## config.mk

```make
export PLATFORM = sky130hd
export DESIGN_NAME = tiny_c_byte_lexer_flat
export DESIGN_NICKNAME = d
export VERILOG_FILES = /design/src/design/tcl_pkg.sv /design/src/design/tcl_in_if.sv /design/src/design/tcl_out_if.sv /design/src/design/tiny_c_byte_lexer.sv /design/src/design/tcl_datapath.sv /design/src/design/tcl_ctrl.sv /design/src/flat_wrapper.sv
export SDC_FILE = /design/constraint.sdc
export NUM_CORES = 1
export LEC_CHECK = 0
export ABC_AREA = 1
export BUFFER_PORTS_ARGS = -buffer_cell sky130_fd_sc_hd__buf_2
export CAP_MARGIN = 20
export CORE_UTILIZATION = 30
export CTS_BUF_LIST = sky130_fd_sc_hd__clkbuf_8 sky130_fd_sc_hd__clkbuf_16
export DETAILED_ROUTE_END_ITERATION = 8
export HOLD_SLACK_MARGIN = 0.05
export PLACE_DENSITY_LB_ADDON = 0.08
export SLEW_MARGIN = 20
export SYNTH_ARGS = -nofsm -noshare
export SYNTH_HDL_FRONTEND = slang
export SYNTH_SLANG_ARGS = --single-unit
```

## constraint.sdc

```tcl
create_clock -name clk -period 6.3 [get_ports clk]
set_input_delay 0.315 -clock clk [delete_from_list [all_inputs] [get_ports clk]]
set_output_delay 0.315 -clock clk [all_outputs]
set_load 0.01 [all_outputs]
```

## src/design/tcl_pkg.sv

```systemverilog
package tcl_pkg;

    // Default field widths
    localparam int VALUE_BITS_DEF = 31;
    localparam int POS_BITS_DEF   = 16;

    // Token kind codes
    localparam logic [3:0] KIND_SYM   = 4'd0;
    localparam logic [3:0] KIND_EQ    = 4'd1;
    localparam logic [3:0] KIND_NE    = 4'd2;
    localparam logic [3:0] KIND_LE    = 4'd3;
    localparam logic [3:0] KIND_GE    = 4'd4;
    localparam logic [3:0] KIND_RET   = 4'd5;
    localparam logic [3:0] KIND_IDENT = 4'd6;
    localparam logic [3:0] KIND_NUM   = 4'd7;
    localparam logic [3:0] KIND_EOF   = 4'd8;
    localparam logic [3:0] KIND_ERR   = 4'd9;

    // Length of the "return" keyword
    localparam logic [2:0] KW_LEN = 3'd6;

    // Controller to datapath
    typedef struct packed {
        logic load;   // latch the accepted input transaction
        logic step;   // commit one scanner step
        logic close;  // push the held token out as the last of its run
    } tcl_cmd_t;

    // Datapath to controller
    typedef struct packed {
        logic emit;          // current step produces a token
        logic final_step;    // current step finishes the input item
        logic hold_valid;    // a token waits in the hold register
        logic out_free;      // output register can take a token this cycle
        logic rescan_active; // keyword letters are being replayed
    } tcl_status_t;

endpackage

```

## src/design/tcl_in_if.sv

```systemverilog
interface tcl_in_if;
    logic       valid;
    logic       ready;
    logic [7:0] byte_value;
    logic       end_of_text;

    modport source (output valid, output byte_value, output end_of_text, input ready);
    modport sink   (input valid, input byte_value, input end_of_text, output ready);
endinterface

```

## src/design/tcl_out_if.sv

```systemverilog
interface tcl_out_if #(
    parameter int VALUE_BITS = tcl_pkg::VALUE_BITS_DEF,
    parameter int POS_BITS   = tcl_pkg::POS_BITS_DEF
);
    logic                  valid;
    logic                  ready;
    logic [3:0]            token_kind;
    logic [7:0]            char_code;
    logic [VALUE_BITS-1:0] number_value;
    logic                  value_saturated;
    logic [POS_BITS-1:0]   start_position;
    logic                  last_of_run;

    modport source (
        output valid, output token_kind, output char_code, output number_value,
        output value_saturated, output start_position, output last_of_run,
        input ready
    );
    modport sink (
        input valid, input token_kind, input char_code, input number_value,
        input value_saturated, input start_position, input last_of_run,
        output ready
    );
endinterface

```

## src/design/tiny_c_byte_lexer.sv

```systemverilog
// Sequence: an accepted byte is latched (S_IDLE), stepped through the scanner (S_STEP)
// and its run closed (S_LAST); its last token sits in the output register the cycle after the close.
// No new byte is accepted until the current item's run is closed; a failed "return" prefix
// adds scanner steps to replay its letters; the single scanner step unit emits at most one token per step.
// A step that emits a token stalls while a token is held and the output register holds an untaken token.
// Reset (rst_n low, asynchronous): scanner idle, position 0, error flag and output cleared.
module tiny_c_byte_lexer #(
    parameter int VALUE_BITS = tcl_pkg::VALUE_BITS_DEF,
    parameter int POS_BITS   = tcl_pkg::POS_BITS_DEF
) (
    input logic       clk,
    input logic       rst_n,
    tcl_in_if.sink    text,
    tcl_out_if.source tokens
);
    import tcl_pkg::*;

    tcl_cmd_t    cmd;
    tcl_status_t status;
    logic        in_ready;

    assign text.ready = in_ready;

    tcl_ctrl u_ctrl (
        .clk      (clk),
        .rst_n    (rst_n),
        .in_valid (text.valid),
        .in_ready (in_ready),
        .status   (status),
        .cmd      (cmd)
    );

    tcl_datapath #(
        .VALUE_BITS (VALUE_BITS),
        .POS_BITS   (POS_BITS)
    ) u_datapath (
        .clk             (clk),
        .rst_n           (rst_n),
        .cmd             (cmd),
        .status          (status),
        .byte_value      (text.byte_value),
        .end_of_text     (text.end_of_text),
        .out_ready       (tokens.ready),
        .out_valid       (tokens.valid),
        .token_kind      (tokens.token_kind),
        .char_code       (tokens.char_code),
        .number_value    (tokens.number_value),
        .value_saturated (tokens.value_saturated),
        .start_position  (tokens.start_position),
        .last_of_run     (tokens.last_of_run)
    );

endmodule

```

## src/design/tcl_datapath.sv

```systemverilog
module tcl_datapath #(
    parameter int VALUE_BITS = tcl_pkg::VALUE_BITS_DEF,
    parameter int POS_BITS   = tcl_pkg::POS_BITS_DEF
) (
    input  logic                  clk,
    input  logic                  rst_n,
    input  tcl_pkg::tcl_cmd_t     cmd,
    output tcl_pkg::tcl_status_t  status,
    input  logic [7:0]            byte_value,
    input  logic                  end_of_text,
    input  logic                  out_ready,
    output logic                  out_valid,
    output logic [3:0]            token_kind,
    output logic [7:0]            char_code,
    output logic [VALUE_BITS-1:0] number_value,
    output logic                  value_saturated,
    output logic [POS_BITS-1:0]   start_position,
    output logic                  last_of_run
);
    import tcl_pkg::*;

    // Scanner modes
    localparam logic [1:0] M_IDLE   = 2'd0;
    localparam logic [1:0] M_PREFIX = 2'd1;
    localparam logic [1:0] M_HELD   = 2'd2;
    localparam logic [1:0] M_NUMBER = 2'd3;

    localparam logic [7:0] CH_R    = "r";
    localparam logic [7:0] CH_EQ   = "=";
    localparam logic [7:0] CH_BANG = "!";
    localparam logic [7:0] CH_LT   = "<";
    localparam logic [7:0] CH_GT   = ">";

    localparam logic [VALUE_BITS-1:0] VAL_MAX = {VALUE_BITS{1'b1}};

    function automatic logic [7:0] kw_char(input logic [2:0] idx);
        logic [7:0] c;
        unique case (idx)
            3'd0:    c = "r";
            3'd1:    c = "e";
            3'd2:    c = "t";
            3'd3:    c = "u";
            3'd4:    c = "r";
            3'd5:    c = "n";
            default: c = 8'h00;
        endcase
        return c;
    endfunction

    function automatic logic is_digit(input logic [7:0] c);
        return (c >= "0") && (c <= "9");
    endfunction

    function automatic logic is_lower(input logic [7:0] c);
        return (c >= "a") && (c <= "z");
    endfunction

    function automatic logic is_word(input logic [7:0] c);
        return is_lower(c) || is_digit(c) || ((c >= "A") && (c <= "Z")) || (c == "_");
    endfunction

    function automatic logic is_space(input logic [7:0] c);
        return (c == " ") || ((c >= 8'h09) && (c <= 8'h0D));
    endfunction

    function automatic logic is_single(input logic [7:0] c);
        return (c == "+") || (c == "-") || (c == "*") || (c == "/") ||
               (c == "(") || (c == ")") || (c == ";");
    endfunction

    // Scanner state
    logic [1:0]            mode_reg, mode_next;
    logic [2:0]            kw_len_reg, kw_len_next;
    logic [7:0]            held_reg, held_next;
    logic [VALUE_BITS-1:0] acc_reg, acc_next;
    logic                  ovf_reg, ovf_next;
    logic [POS_BITS-1:0]   pstart_reg, pstart_next;
    logic [POS_BITS-1:0]   offset_reg, offset_next;
    logic                  err_reg, err_next;

    // Keyword replay: letters rs_idx..rs_len-1 starting at rs_base
    logic [2:0]            rs_idx_reg, rs_idx_next;
    logic [2:0]            rs_len_reg, rs_len_next;
    logic [POS_BITS-1:0]   rs_base_reg, rs_base_next;

    // Latched input transaction
    logic [7:0]            byte_reg;
    logic                  eot_reg;

    // Hold register: newest token, not yet known to be the last of its run
    logic                  hold_valid_reg;
    logic [3:0]            h_kind_reg;
    logic [7:0]            h_char_reg;
    logic [VALUE_BITS-1:0] h_val_reg;
    logic                  h_sat_reg;
    logic [POS_BITS-1:0]   h_pos_reg;

    // Output register
    logic                  out_valid_reg;
    logic [3:0]            o_kind_reg;
    logic [7:0]            o_char_reg;
    logic [VALUE_BITS-1:0] o_val_reg;
    logic                  o_sat_reg;
    logic [POS_BITS-1:0]   o_pos_reg;
    logic                  o_last_reg;

    // Step results
    logic                  rs_active;
    logic [7:0]            ch;
    logic [POS_BITS-1:0]   cpos;
    logic                  e_vld;
    logic [3:0]            e_kind;
    logic [7:0]            e_char;
    logic [VALUE_BITS-1:0] e_val;
    logic                  e_sat;
    logic [POS_BITS-1:0]   e_pos;
    logic                  consume;
    logic                  restart;
    logic [VALUE_BITS+3:0] acc_ext;
    logic [VALUE_BITS+3:0] acc_sum;
    logic                  move;
    logic                  out_free;

    // Character source: replayed keyword letter or the input byte
    assign rs_active = rs_idx_reg < rs_len_reg;
    assign ch        = rs_active ? kw_char(rs_idx_reg) : byte_reg;
    assign cpos      = rs_active ? rs_base_reg + POS_BITS'(rs_idx_reg) : offset_reg;

    // Decimal accumulate: acc*10 + digit, saturating
    assign acc_ext = (VALUE_BITS+4)'(acc_reg);
    assign acc_sum = (acc_ext << 3) + (acc_ext << 1) + (VALUE_BITS+4)'(ch[3:0]);

    // One scanner step
    always_comb
    begin
        mode_next    = mode_reg;
        kw_len_next  = kw_len_reg;
        held_next    = held_reg;
        acc_next     = acc_reg;
        ovf_next     = ovf_reg;
        pstart_next  = pstart_reg;
        offset_next  = offset_reg;
        err_next     = err_reg;
        rs_idx_next  = rs_idx_reg;
        rs_len_next  = rs_len_reg;
        rs_base_next = rs_base_reg;
        e_vld        = 1'b0;
        e_kind       = KIND_SYM;
        e_char       = 8'h00;
        e_val        = '0;
        e_sat        = 1'b0;
        e_pos        = pstart_reg;
        consume      = 1'b0;
        restart      = 1'b0;

        if (eot_reg && !rs_active)
        begin
            // end marker: close any pending token, then EOF
            if (err_reg || (mode_reg == M_IDLE))
            begin
                e_vld   = 1'b1;
                e_kind  = KIND_EOF;
                e_pos   = offset_reg;
                consume = 1'b1;
                restart = 1'b1;
            end
            else
            begin
                e_vld     = 1'b1;
                mode_next = M_IDLE;
                unique case (mode_reg)
                    M_NUMBER:
                    begin
                        e_kind = KIND_NUM;
                        e_val  = acc_reg;
                        e_sat  = ovf_reg;
                    end
                    M_HELD:
                    begin
                        e_kind = (held_reg == CH_BANG) ? KIND_ERR : KIND_SYM;
                        e_char = held_reg;
                    end
                    default:
                    begin
                        kw_len_next = 3'd0;
                        if (kw_len_reg == KW_LEN)
                        begin
                            e_kind = KIND_RET;
                        end
                        else
                        begin
                            // partial keyword: its letters replay as identifiers
                            e_kind = KIND_IDENT;
                            e_char = CH_R;
                            if (kw_len_reg > 3'd1)
                            begin
                                rs_idx_next  = 3'd1;
                                rs_len_next  = kw_len_reg;
                                rs_base_next = pstart_reg;
                            end
                        end
                    end
                endcase
            end
        end
        else if (err_reg && !rs_active)
        begin
            // dropped after an error, still counted
            consume = 1'b1;
        end
        else if (mode_reg == M_NUMBER && is_digit(ch))
        begin
            consume = 1'b1;
            if (|acc_sum[VALUE_BITS+3:VALUE_BITS])
            begin
                acc_next = VAL_MAX;
                ovf_next = 1'b1;
            end
            else
            begin
                acc_next = acc_sum[VALUE_BITS-1:0];
            end
        end
        else if (mode_reg == M_NUMBER)
        begin
            e_vld     = 1'b1;
            e_kind    = KIND_NUM;
            e_val     = acc_reg;
            e_sat     = ovf_reg;
            mode_next = M_IDLE;
        end
        else if (mode_reg == M_HELD)
        begin
            e_vld     = 1'b1;
            e_char    = held_reg;
            mode_next = M_IDLE;
            if (ch == CH_EQ)
            begin
                e_char  = 8'h00;
                consume = 1'b1;
                priority if (held_reg == CH_EQ)   e_kind = KIND_EQ;
                else if (held_reg == CH_BANG)     e_kind = KIND_NE;
                else if (held_reg == CH_LT)       e_kind = KIND_LE;
                else                              e_kind = KIND_GE;
            end
            else if (held_reg == CH_BANG)
            begin
                // lone bang: error, following byte dropped
                e_kind   = KIND_ERR;
                err_next = 1'b1;
                consume  = 1'b1;
            end
            else
            begin
                e_kind = KIND_SYM;
            end
        end
        else if (mode_reg == M_PREFIX)
        begin
            if ((kw_len_reg < KW_LEN) && (ch == kw_char(kw_len_reg)))
            begin
                kw_len_next = kw_len_reg + 3'd1;
                consume     = 1'b1;
            end
            else if ((kw_len_reg == KW_LEN) && !is_word(ch))
            begin
                e_vld       = 1'b1;
                e_kind      = KIND_RET;
                mode_next   = M_IDLE;
                kw_len_next = 3'd0;
            end
            else
            begin
                // no keyword: first letter out, the rest replayed
                e_vld       = 1'b1;
                e_kind      = KIND_IDENT;
                e_char      = CH_R;
                mode_next   = M_IDLE;
                kw_len_next = 3'd0;
                if (kw_len_reg > 3'd1)
                begin
                    rs_idx_next  = 3'd1;
                    rs_len_next  = kw_len_reg;
                    rs_base_next = pstart_reg;
                end
            end
        end
        else
        begin
            // between tokens
            consume = 1'b1;
            e_pos   = cpos;
            e_char  = ch;
            priority if (is_space(ch))
            begin
                e_vld = 1'b0;
            end
            else if (ch == CH_R)
            begin
                mode_next   = M_PREFIX;
                kw_len_next = 3'd1;
                pstart_next = cpos;
            end
            else if ((ch == CH_EQ) || (ch == CH_BANG) || (ch == CH_LT) || (ch == CH_GT))
            begin
                mode_next   = M_HELD;
                held_next   = ch;
                pstart_next = cpos;
            end
            else if (is_single(ch))
            begin
                e_vld  = 1'b1;
                e_kind = KIND_SYM;
            end
            else if (is_lower(ch))
            begin
                e_vld  = 1'b1;
                e_kind = KIND_IDENT;
            end
            else if (is_digit(ch))
            begin
                mode_next   = M_NUMBER;
                acc_next    = VALUE_BITS'(ch[3:0]);
                ovf_next    = 1'b0;
                pstart_next = cpos;
            end
            else
            begin
                e_vld    = 1'b1;
                e_kind   = KIND_ERR;
                err_next = 1'b1;
            end
        end

        // advance the character source
        if (consume)
        begin
            if (rs_active)
            begin
                rs_idx_next = rs_idx_reg + 3'd1;
            end
            else if (!eot_reg)
            begin
                offset_next = offset_reg + POS_BITS'(1);
            end
        end

        if (restart)
        begin
            mode_next   = M_IDLE;
            kw_len_next = 3'd0;
            err_next    = 1'b0;
            offset_next = '0;
            rs_idx_next = 3'd0;
            rs_len_next = 3'd0;
        end
    end

    // Scanner control state
    always_ff @(posedge clk or negedge rst_n)
    begin
        if (!rst_n)
        begin
            mode_reg   <= M_IDLE;
            kw_len_reg <= 3'd0;
            err_reg    <= 1'b0;
            offset_reg <= '0;
            rs_idx_reg <= 3'd0;
            rs_len_reg <= 3'd0;
        end
        else if (cmd.step)
        begin
            mode_reg   <= mode_next;
            kw_len_reg <= kw_len_next;
            err_reg    <= err_next;
            offset_reg <= offset_next;
            rs_idx_reg <= rs_idx_next;
            rs_len_reg <= rs_len_next;
        end
    end

    // Scanner payload state
    always_ff @(posedge clk)
    begin
        if (cmd.step)
        begin
            held_reg    <= held_next;
            acc_reg     <= acc_next;
            ovf_reg     <= ovf_next;
            pstart_reg  <= pstart_next;
            rs_base_reg <= rs_base_next;
        end
        if (cmd.load)
        begin
            byte_reg <= byte_value;
            eot_reg  <= end_of_text;
        end
    end

    // Hold and output registers
    assign out_free = !out_valid_reg || out_ready;
    assign move     = cmd.step && e_vld && hold_valid_reg;

    always_ff @(posedge clk or negedge rst_n)
    begin
        if (!rst_n)
        begin
            hold_valid_reg <= 1'b0;
            out_valid_reg  <= 1'b0;
        end
        else
        begin
            if (cmd.step && e_vld)
            begin
                hold_valid_reg <= 1'b1;
            end
            else if (cmd.close)
            begin
                hold_valid_reg <= 1'b0;
            end
            if (move || cmd.close)
            begin
                out_valid_reg <= 1'b1;
            end
            else if (out_ready)
            begin
                out_valid_reg <= 1'b0;
            end
        end
    end

    always_ff @(posedge clk)
    begin
        if (cmd.step && e_vld)
        begin
            h_kind_reg <= e_kind;
            h_char_reg <= e_char;
            h_val_reg  <= e_val;
            h_sat_reg  <= e_sat;
            h_pos_reg  <= e_pos;
        end
        if (move || cmd.close)
        begin
            o_kind_reg <= h_kind_reg;
            o_char_reg <= h_char_reg;
            o_val_reg  <= h_val_reg;
            o_sat_reg  <= h_sat_reg;
            o_pos_reg  <= h_pos_reg;
            o_last_reg <= cmd.close;
        end
    end

    assign out_valid       = out_valid_reg;
    assign token_kind      = o_kind_reg;
    assign char_code       = o_char_reg;
    assign number_value    = o_val_reg;
    assign value_saturated = o_sat_reg;
    assign start_position  = o_pos_reg;
    assign last_of_run     = o_last_reg;

    assign status.emit          = e_vld;
    assign status.final_step    = consume && !rs_active;
    assign status.hold_valid    = hold_valid_reg;
    assign status.out_free      = out_free;
    assign status.rescan_active = rs_active;

endmodule

```

## src/design/tcl_ctrl.sv

```systemverilog
module tcl_ctrl (
    input  logic                 clk,
    input  logic                 rst_n,
    input  logic                 in_valid,
    output logic                 in_ready,
    input  tcl_pkg::tcl_status_t status,
    output tcl_pkg::tcl_cmd_t    cmd
);
    import tcl_pkg::*;

    localparam logic [1:0] S_IDLE = 2'd0;
    localparam logic [1:0] S_STEP = 2'd1;
    localparam logic [1:0] S_LAST = 2'd2;

    logic [1:0] state_reg, state_next;

    // Sequencing: accept, step the scanner, close the run
    always_comb
    begin
        cmd        = '0;
        in_ready   = 1'b0;
        state_next = state_reg;
        unique case (state_reg)
            S_IDLE:
            begin
                in_ready = 1'b1;
                if (in_valid)
                begin
                    cmd.load   = 1'b1;
                    state_next = S_STEP;
                end
            end
            S_STEP:
            begin
                // a new token displaces the held one only if the output can take it
                if (!status.emit || !status.hold_valid || status.out_free)
                begin
                    cmd.step = 1'b1;
                    if (status.final_step)
                    begin
                        state_next = S_LAST;
                    end
                end
            end
            S_LAST:
            begin
                if (!status.hold_valid)
                begin
                    state_next = S_IDLE;
                end
                else if (status.out_free)
                begin
                    cmd.close  = 1'b1;
                    state_next = S_IDLE;
                end
            end
            default:
            begin
                state_next = S_IDLE;
            end
        endcase
    end

    always_ff @(posedge clk or negedge rst_n)
    begin
        if (!rst_n)
        begin
            state_reg <= S_IDLE;
        end
        else
        begin
            state_reg <= state_next;
        end
    end

    // Every token of a run has left the hold register before the next transaction
    a_idle_hold_empty: assert property (@(posedge clk) disable iff (!rst_n)
        (state_reg == S_IDLE) |-> !status.hold_valid)
        else $error("hold register occupied while idle");

    // Keyword replay never spans two input items
    a_idle_no_rescan: assert property (@(posedge clk) disable iff (!rst_n)
        (state_reg == S_IDLE) |-> !status.rescan_active)
        else $error("keyword replay active while idle");

    // A held token is only displaced into a free output register
    a_no_overwrite: assert property (@(posedge clk) disable iff (!rst_n)
        (cmd.step && status.emit && status.hold_valid) |-> status.out_free)
        else $error("token displaced into a busy output register");

    // Closing a run returns to idle on the next cycle
    a_last_exits: assert property (@(posedge clk) disable iff (!rst_n)
        ((state_reg == S_LAST) && (!status.hold_valid || status.out_free))
        |=> (state_reg == S_IDLE))
        else $error("run close did not return to idle");

endmodule

```

## src/flat_wrapper.sv

```systemverilog
// flat-port wrapper written by rule: the top's interface ports become plain ports
module tiny_c_byte_lexer_flat import tcl_pkg::*;
#(
    parameter int VALUE_BITS = tcl_pkg::VALUE_BITS_DEF,
    parameter int POS_BITS   = tcl_pkg::POS_BITS_DEF
)
  (clk, rst_n, text_valid, text_byte_value, text_end_of_text, text_ready, tokens_valid, tokens_token_kind, tokens_char_code, tokens_number_value, tokens_value_saturated, tokens_start_position, tokens_last_of_run, tokens_ready);
  tcl_in_if text_i ();
  tcl_out_if #(.VALUE_BITS(VALUE_BITS), .POS_BITS(POS_BITS)) tokens_i ();
  input logic clk;
  input logic rst_n;
  input wire logic [$bits(text_i.valid)-1:0] text_valid;
  input wire logic [$bits(text_i.byte_value)-1:0] text_byte_value;
  input wire logic [$bits(text_i.end_of_text)-1:0] text_end_of_text;
  output wire logic [$bits(text_i.ready)-1:0] text_ready;
  output wire logic [$bits(tokens_i.valid)-1:0] tokens_valid;
  output wire logic [$bits(tokens_i.token_kind)-1:0] tokens_token_kind;
  output wire logic [$bits(tokens_i.char_code)-1:0] tokens_char_code;
  output wire logic [$bits(tokens_i.number_value)-1:0] tokens_number_value;
  output wire logic [$bits(tokens_i.value_saturated)-1:0] tokens_value_saturated;
  output wire logic [$bits(tokens_i.start_position)-1:0] tokens_start_position;
  output wire logic [$bits(tokens_i.last_of_run)-1:0] tokens_last_of_run;
  input wire logic [$bits(tokens_i.ready)-1:0] tokens_ready;
  assign text_i.valid = text_valid;
  assign text_i.byte_value = text_byte_value;
  assign text_i.end_of_text = text_end_of_text;
  assign text_ready = text_i.ready;
  assign tokens_valid = tokens_i.valid;
  assign tokens_token_kind = tokens_i.token_kind;
  assign tokens_char_code = tokens_i.char_code;
  assign tokens_number_value = tokens_i.number_value;
  assign tokens_value_saturated = tokens_i.value_saturated;
  assign tokens_start_position = tokens_i.start_position;
  assign tokens_last_of_run = tokens_i.last_of_run;
  assign tokens_i.ready = tokens_ready;
  tiny_c_byte_lexer #(.VALUE_BITS(VALUE_BITS), .POS_BITS(POS_BITS)) u_core (.clk(clk), .rst_n(rst_n), .text(text_i), .tokens(tokens_i));
endmodule
```

; ---- Word-level counts from Yosys, hierarchy flattened
; Index checks and enable logic that the tools add are counted.
[word_totals]
input_bits = 13
mem_count = 0
mem_bits_ro = 0
latchBits = 0
word_cells = 418
register_bits = 234
ram_bits = 0
out_inout_bits = 63
[op_classes]
eq_ne = 87
shift = 0
addsub = 6
muxes = 216
div = 0
multipliers = 0
n_bitwise = 8
order_cmp = 11
n_reduce_logical = 63
[ops]
columns = operator, n
row1 = two-way mux 31 bit, 16
row2 = two-way mux 16 bit, 29
row3 = two-way mux 3 bit, 44
row4 = == test 8 x 6 -> 1 bit (second input constant), 15
row5 = two-way mux 8 bit, 15
row6 = one-hot mux 7 bit (5 select lines), 2
row7 = two-way mux 1 bit, 67
row8 = inequality test 3 bit (second input constant), 21
row9 = two-way mux 4 bit, 15
row10 = two-way mux 2 bit, 22
row11 = inequality test 2 bit (second input constant), 22
row12 = adder 34 x 32 -> 35 bit, 1
row13 = adder 35 x 4 -> 35 bit, 1
row14 = AND reduction 11 bit, 3
row15 = two-way mux 7 bit, 3
row16 = logical OR 1 bit, 18
row17 = AND reduction 9 bit, 2
row18 = adder 16 x 1 -> 16 bit (second input constant), 1
row19 = adder 16 x 3 -> 16 bit, 1
row20 = == test 8 x 7 -> 1 bit (second input constant), 2
row21 = >= comparator 8 x 7 -> 1 bit (second input constant), 2
row22 = less-or-equal comparator 8 x 7 -> 1 bit (second input constant), 2
row23 = inequality test 8 bit (second input constant), 2
row24 = one-hot mux 8 bit (2 select lines), 1
row25 = 35 further kinds, 84

; ---- Depth between registers and ports, before layout
[depth]
word_depth = 30
ltp_mapped = 24
ltp_nobuf = 23

; ---- By module
; Synthesis repeated with hierarchy kept, for this count alone.
[hier_totals]
hier_cells = 1410
hier_area_um2 = 13289.0
[by_module_without_submodules]
columns = module, area_per_inst_um2, seq_area_each_um2, cells_each, instances
row1 = tcl_datapath, 13147.6, 6816.5, 1386, 1
row2 = tcl_ctrl, 141.4, 50.0, 24, 1

; ---- Least setup slack after synthesis
; No wires, ideal clock.
[synth_path]
kind = reg-to-reg
start = register u_core.u_datapath.rs_idx_reg[2]
end = register u_core.u_datapath.acc_reg[0] (enable)
setup_time_ns = 0.419
path_slack_ns = 2.067
synth_period_minus_slack_ns = 4.233
t_arrival_ns = 3.814
stages_incl_launch_ff = 19
n_path_buf = 0
t_required_ns = 5.881
path_cell_list = dfrtp_1 -> ha_1 -> a21oi_4 -> nand3_1 -> nand2_4 -> nand3_2 -> nor2_2 -> nand2_1 -> inv_2 -> nand2_1 -> nand2_2 -> inv_2 -> nor2_4 -> inv_2 -> nand3_2 -> nand2_4 -> clkinv_4 -> nand3_1 -> nor2_1
[synth_via]
elab_chain_len = 27
word_cells_on_any_way = 78
cone_classes = order compare: 7 / eq/ne: 27 / mux: 17 / bitwise: 2 / reduce/logical: 25
[synth_lines]
columns = element, line_no
row1 = start: declaration, tcl_datapath.sv:82  ; logic [2:0] rs_idx_reg, rs_idx_next;
row2 = start signal: assignment, tcl_datapath.sv:377  ; rs_idx_reg <= rs_idx_next;
row3 = == test 3 bit / logical NOT 3 bit (equally long branches), tcl_datapath.sv:38  ; unique case (idx)
row4 = OR reduction 2 bit (no source line), -
row5 = one-hot mux 7 bit (5 select lines), tcl_datapath.sv:38
row6 = two-way mux 8 bit (*), tcl_datapath.sv:126  ; assign ch = rs_active ? kw_char(rs_idx_reg) : byte_reg;
row7 = via u_core.u_datapath.ch[4], tcl_datapath.sv:109  ; logic [7:0] ch;
row8 = "parallel branches: the longest is 22 deep, another holds >= comparator 8 x 6 -> 1 bit", -
row9 = AND reduction 12 bit (no source line) (*), -
row10 = end signal: assignment, tcl_datapath.sv:388  ; acc_reg <= acc_next;
row11 = end: declaration, tcl_datapath.sv:75  ; logic [VALUE_BITS-1:0] acc_reg, acc_next;
; Mark *: on every way through the listed nets, which the timed path passes.
; A chain may end at the register's enable or synchronous reset.

; ---- Worst setup path in the final report
[layout_path]
start = register u_core.u_datapath.rs_idx_reg[2]
end = register u_core.u_datapath.acc_reg[21], data pin
[layout_via]
elab_chain_len = 8
word_cells_on_any_way = 18
cone_classes = add/sub: 1 / order compare: 3 / eq/ne: 5 / mux: 4 / reduce/logical: 5
[layout_lines]
columns = element, line_no
row1 = == test 3 bit / logical NOT 3 bit (equally long branches), tcl_datapath.sv:38
row2 = OR reduction 2 bit (no source line), -
row3 = one-hot mux 7 bit (5 select lines), tcl_datapath.sv:38
row4 = two-way mux 8 bit (*), tcl_datapath.sv:126
row5 = via u_core.u_datapath.ch[1], tcl_datapath.sv:109
row6 = adder 35 x 4 -> 35 bit (tied with other cells), tcl_datapath.sv:131  ; assign acc_sum = (acc_ext << 3) + (acc_ext << 1) + (VALUE_BITS+4)'(ch[3:0]);
row7 = OR reduction 4 bit / logical AND 1 bit (equally long branches), "tcl_datapath.sv:214, tcl_datapath.sv:51"
row8 = two-way mux 31 bit / logical AND 1 bit (equally long branches), "tcl_datapath.sv:214, tcl_datapath.sv:211"
row9 = two-way mux 31 bit (*), tcl_datapath.sv:211  ; else if (mode_reg == M_NUMBER && is_digit(ch))
; Mark *: on every way through the listed nets, which the timed path passes. The rest lies on a longest branch.

==> metrics.csv <==
stage,metric,value,unit
run_status,status,completed,
worst_setup_path,cp_max_fo,26,
clock_tree,h-tree-depth,1,
place,placed_cells,2037,
timing,post-route-period-util,0.817,
synthesis,syn_avg_cell_area,9.36,um^2
synthesis,synth_edf_count,202,
detailed_routing,drc_errors,0,
cells_and_area,utilization,0.354,
die,die_height,211,um
global_routing,antenna_found_initial,0,
detailed_routing,via_per_inst,4.66,
pwr,irDropWorstVdd,0.309,mV
clock_tree,cts_buffers,28,
timing,max_freq,194,MHz
timing,worst_pin_slew,1.12,ns
cells_and_area,num-fill-cells,4484,
flow_run,cap_violations,0,
global_routing,overflow,0,
hold_path,holdCritPathClass,input pin to flip-flop,
worst_setup_path,critPathMaxStageDelay,0.60,ns
detailed_routing,drt-total-wl,34300,um
die,dieArea,0.0444,mm^2
timing,hold_slack,0.112,ns
synthesis,syn_area,0.0131,mm^2
detailed_routing,ant_nets,0,
clock_tree,post_cts_buffers,0,
detailed_routing,drt_iter0_drc,530,
global_routing,grt_pass1_wl,55000,um
cells_and_area,areaGrowthSynthToFinish,16.5,%
place,dp_hpwl,24800,um
place,routabilityCongestion,0.865,
clock_tree,tritoncts,built,
pwr,pwr_density_cell,546,mW/mm^2
place,port_buffers,75,
cells_and_area,nNetsFinal,1591,
cells_and_area,fin_cells,2098,
worst_setup_path,path_buf_inv,2,
cells_and_area,layout-drive-gt1-share,0.126,
detailed_routing,first_pass_iters,5,
pwr,p_leak,0.00649,uW
timing,slew_headroom,0.250,
timing,tns,0,ns
synthesis,ys_warn_count,0,
clock_tree,postCtsResizedCells,0,
timing,setup_viol,0,
cells_and_area,antenna_cells,0,
place,placed_area,0.0142,mm^2
timing,skew,0.0156,ns
worst_setup_path,critPathLaunchType,flip-flop,
synthesis,synth_cell_types,48,
die,num_rows,76,
synthesis,synth_seq_cells,234,
worst_setup_path,end_kind,flip-flop,
clock_tree,root_buffer,clkbuf_16,
die,start_util,0.304,
worst_setup_path,path_cells,"ha_1, a21oi_4, nand2_4, buf_4, nand2_1, nand2_1, ha_1, ha_1, fa_1, nand3_1, nand2_1, a21oi_1, o21ai_0, nand2_1, nand2_1, a21oi_1, nand3_1, nand3b_1, nand2_1, buf_4, nand2_1",
global_routing,first_global_vias,9794,
worst_setup_path,slowest_stage,nand2_1,
timing,maxSlewViolCount,0,
worst_setup_path,crit_arrival,5.44,ns
clock_tree,clock_latency,0.55,ns
worst_setup_path,cpMostUsedCell,nand2_1,
clock_tree,cts_num_sinks,234,
timing,final_hold_viol_count,0,
detailed_routing,wl_per_cell,16.3,um
synthesis,syn-num-nets,1492,
worst_setup_path,cp.required,6.59,ns
cells_and_area,design_area,0.0152,mm^2
timing,rsz0062_at_grt,no,
synthesis,ys_seq_area_frac,0.526,
worst_setup_path,critPathKind,flip-flop to flip-flop,
global_routing,grt_max_degree,47,
synthesis,postSynthCellCount,1394,
timing,min_period,5.15,ns
global_routing,track_usage,0.157,
worst_setup_path,path_delay_family,simple AND/OR/NAND/NOR gates,
detailed_routing,vias,9780,
synthesis,ys_async_sr_fraction,0.137,
die,io_pins,76,
clock_tree,clk_path_buf_depth,3,
die,die_x,211,um
synthesis,ys.flop_type,edfxtp_1,
clock_tree,clkTransAtPathRegs,0.06,ns
die,core_area,0.0430,mm^2
-- kinds of logic after synthesis --
kind of cell,after synthesis,synth area share
xor gates and xnor gates,47,0.0315
adders and majority gates,85,0.0832
AOI/OAI and AO/OA,253,0.112
buffers and inverters,205,0.0621
and+or+nand+nor,570,0.185
DFF,234,0.526
-- worst paths after layout --
kind / startpoint / endpoint / cells past startpoint / slack (ns)
max in group asynchronous: rst_n / u_core.u_datapath.kw_len_reg[2] / 2 / 5.36
worst max-delay path: u_core.u_datapath.rs_idx_reg[2] / u_core.u_datapath.acc_reg[21] / 21 / 1.15
worst min register to register: u_core.u_datapath.h_val_reg[22] / u_core.u_datapath.number_value[22] / 0 / 0.42
worst max register to register: u_core.u_datapath.rs_idx_reg[2] / u_core.u_datapath.acc_reg[21] / 21 / 1.15
min in group asynchronous: rst_n / u_core.u_datapath.offset_reg[15] / 2 / 0.41
worst min-delay path: tokens_ready / u_core.u_datapath.out_valid / 4 / 0.11
-- routing by layer --
metal,routed length (um),up-vias,track usage
met3,1350,39,0.0200
met2,15400,196,0.252
met1,16900,4605,0.225
met4,612,0,0.0385
li1,-,4940,-
met5,0,-,0
-- synthesized netlist by cell type (7+ instances only) --
library cell	n	area, um^2
nand2_1	300	1130
edfxtp_1	202	6070
inv_1	161	604
nor2_1	145	544
o21ai_0	101	505
ha_1	82	1030
a21oi_1	65	325
nand3_1	59	295
xor2_1	33	289
dfrtp_1	32	801
nor3_1	20	100
clkbuf_1	19	71.3
a22oi_1	16	120
o21ai_1	16	80.1
xnor2_1	14	123
o21ai_2	12	105
inv_2	11	41.3
o21bai_1	11	82.6
nor4_1	10	62.6
nand2_2	9	56.3
o211ai_1	7	52.6
o22ai_1	7	43.8
-- placed cells by master (no fill, tap or decap), types with 29 or more instances in the layout --
master,synthesis,final
edfxtp_1,202,202
o21ai_0,101,101
clkbuf_16,0,29
buf_2,5,75
inv_1,161,164
nor2_1,145,141
xor2_1,33,33
nand3_1,59,59
a21oi_1,65,65
ha_1,82,82
nand2_1,300,299
dfrtp_1,32,32
-- stage by stage --
step	total power (uW)	setup slack, ns
after floorplan	5410	2.07
after global placement	6760	1.25
after detailed placement	6720	1.16
after CTS	8470	1.14
after global routing	9010	0.730
final	8300	1.15
-- what timing repair did --
action                     4_1_cts  5_1_grt
setup endpoints to repair        0        0
hold endpoints to repair        42        0
hold buffers                    11        0
-- final cells by class --
type,count,area [um^2],area share
Multi-Input combinational cell,955,5400,0.355
Tap cell,585,732,0.0481
Sequential cell,234,6870,0.451
Inverter,175,662,0.0435
Clock inverter,21,218,0.0143
Clock buffer,29,726,0.0477
Timing Repair Buffer,99,608,0.0400
-- worst register-to-register path, stage by stage (launching register included) --
cell	delay (ns)
dfrtp_1	0.46
ha_1	0.37
a21oi_4	0.32
nand2_4	0.09
buf_4	0.24
nand2_1	0.09
nand2_1	0.10
ha_1	0.22
ha_1	0.21
fa_1	0.41
nand3_1	0.10
nand2_1	0.09
a21oi_1	0.30
o21ai_0	0.20
nand2_1	0.10
nand2_1	0.12
a21oi_1	0.15
nand3_1	0.12
nand3b_1	0.23
nand2_1	0.60
buf_4	0.31
nand2_1	0.08
-- report_power, final --
group,switching (uW),total [uW],internal (uW)
Combinational,2720,3800,1080
Sequential,212,2840,2630
Clock,634,1660,1030
Note: power is estimated with default switching activity, not from simulation.
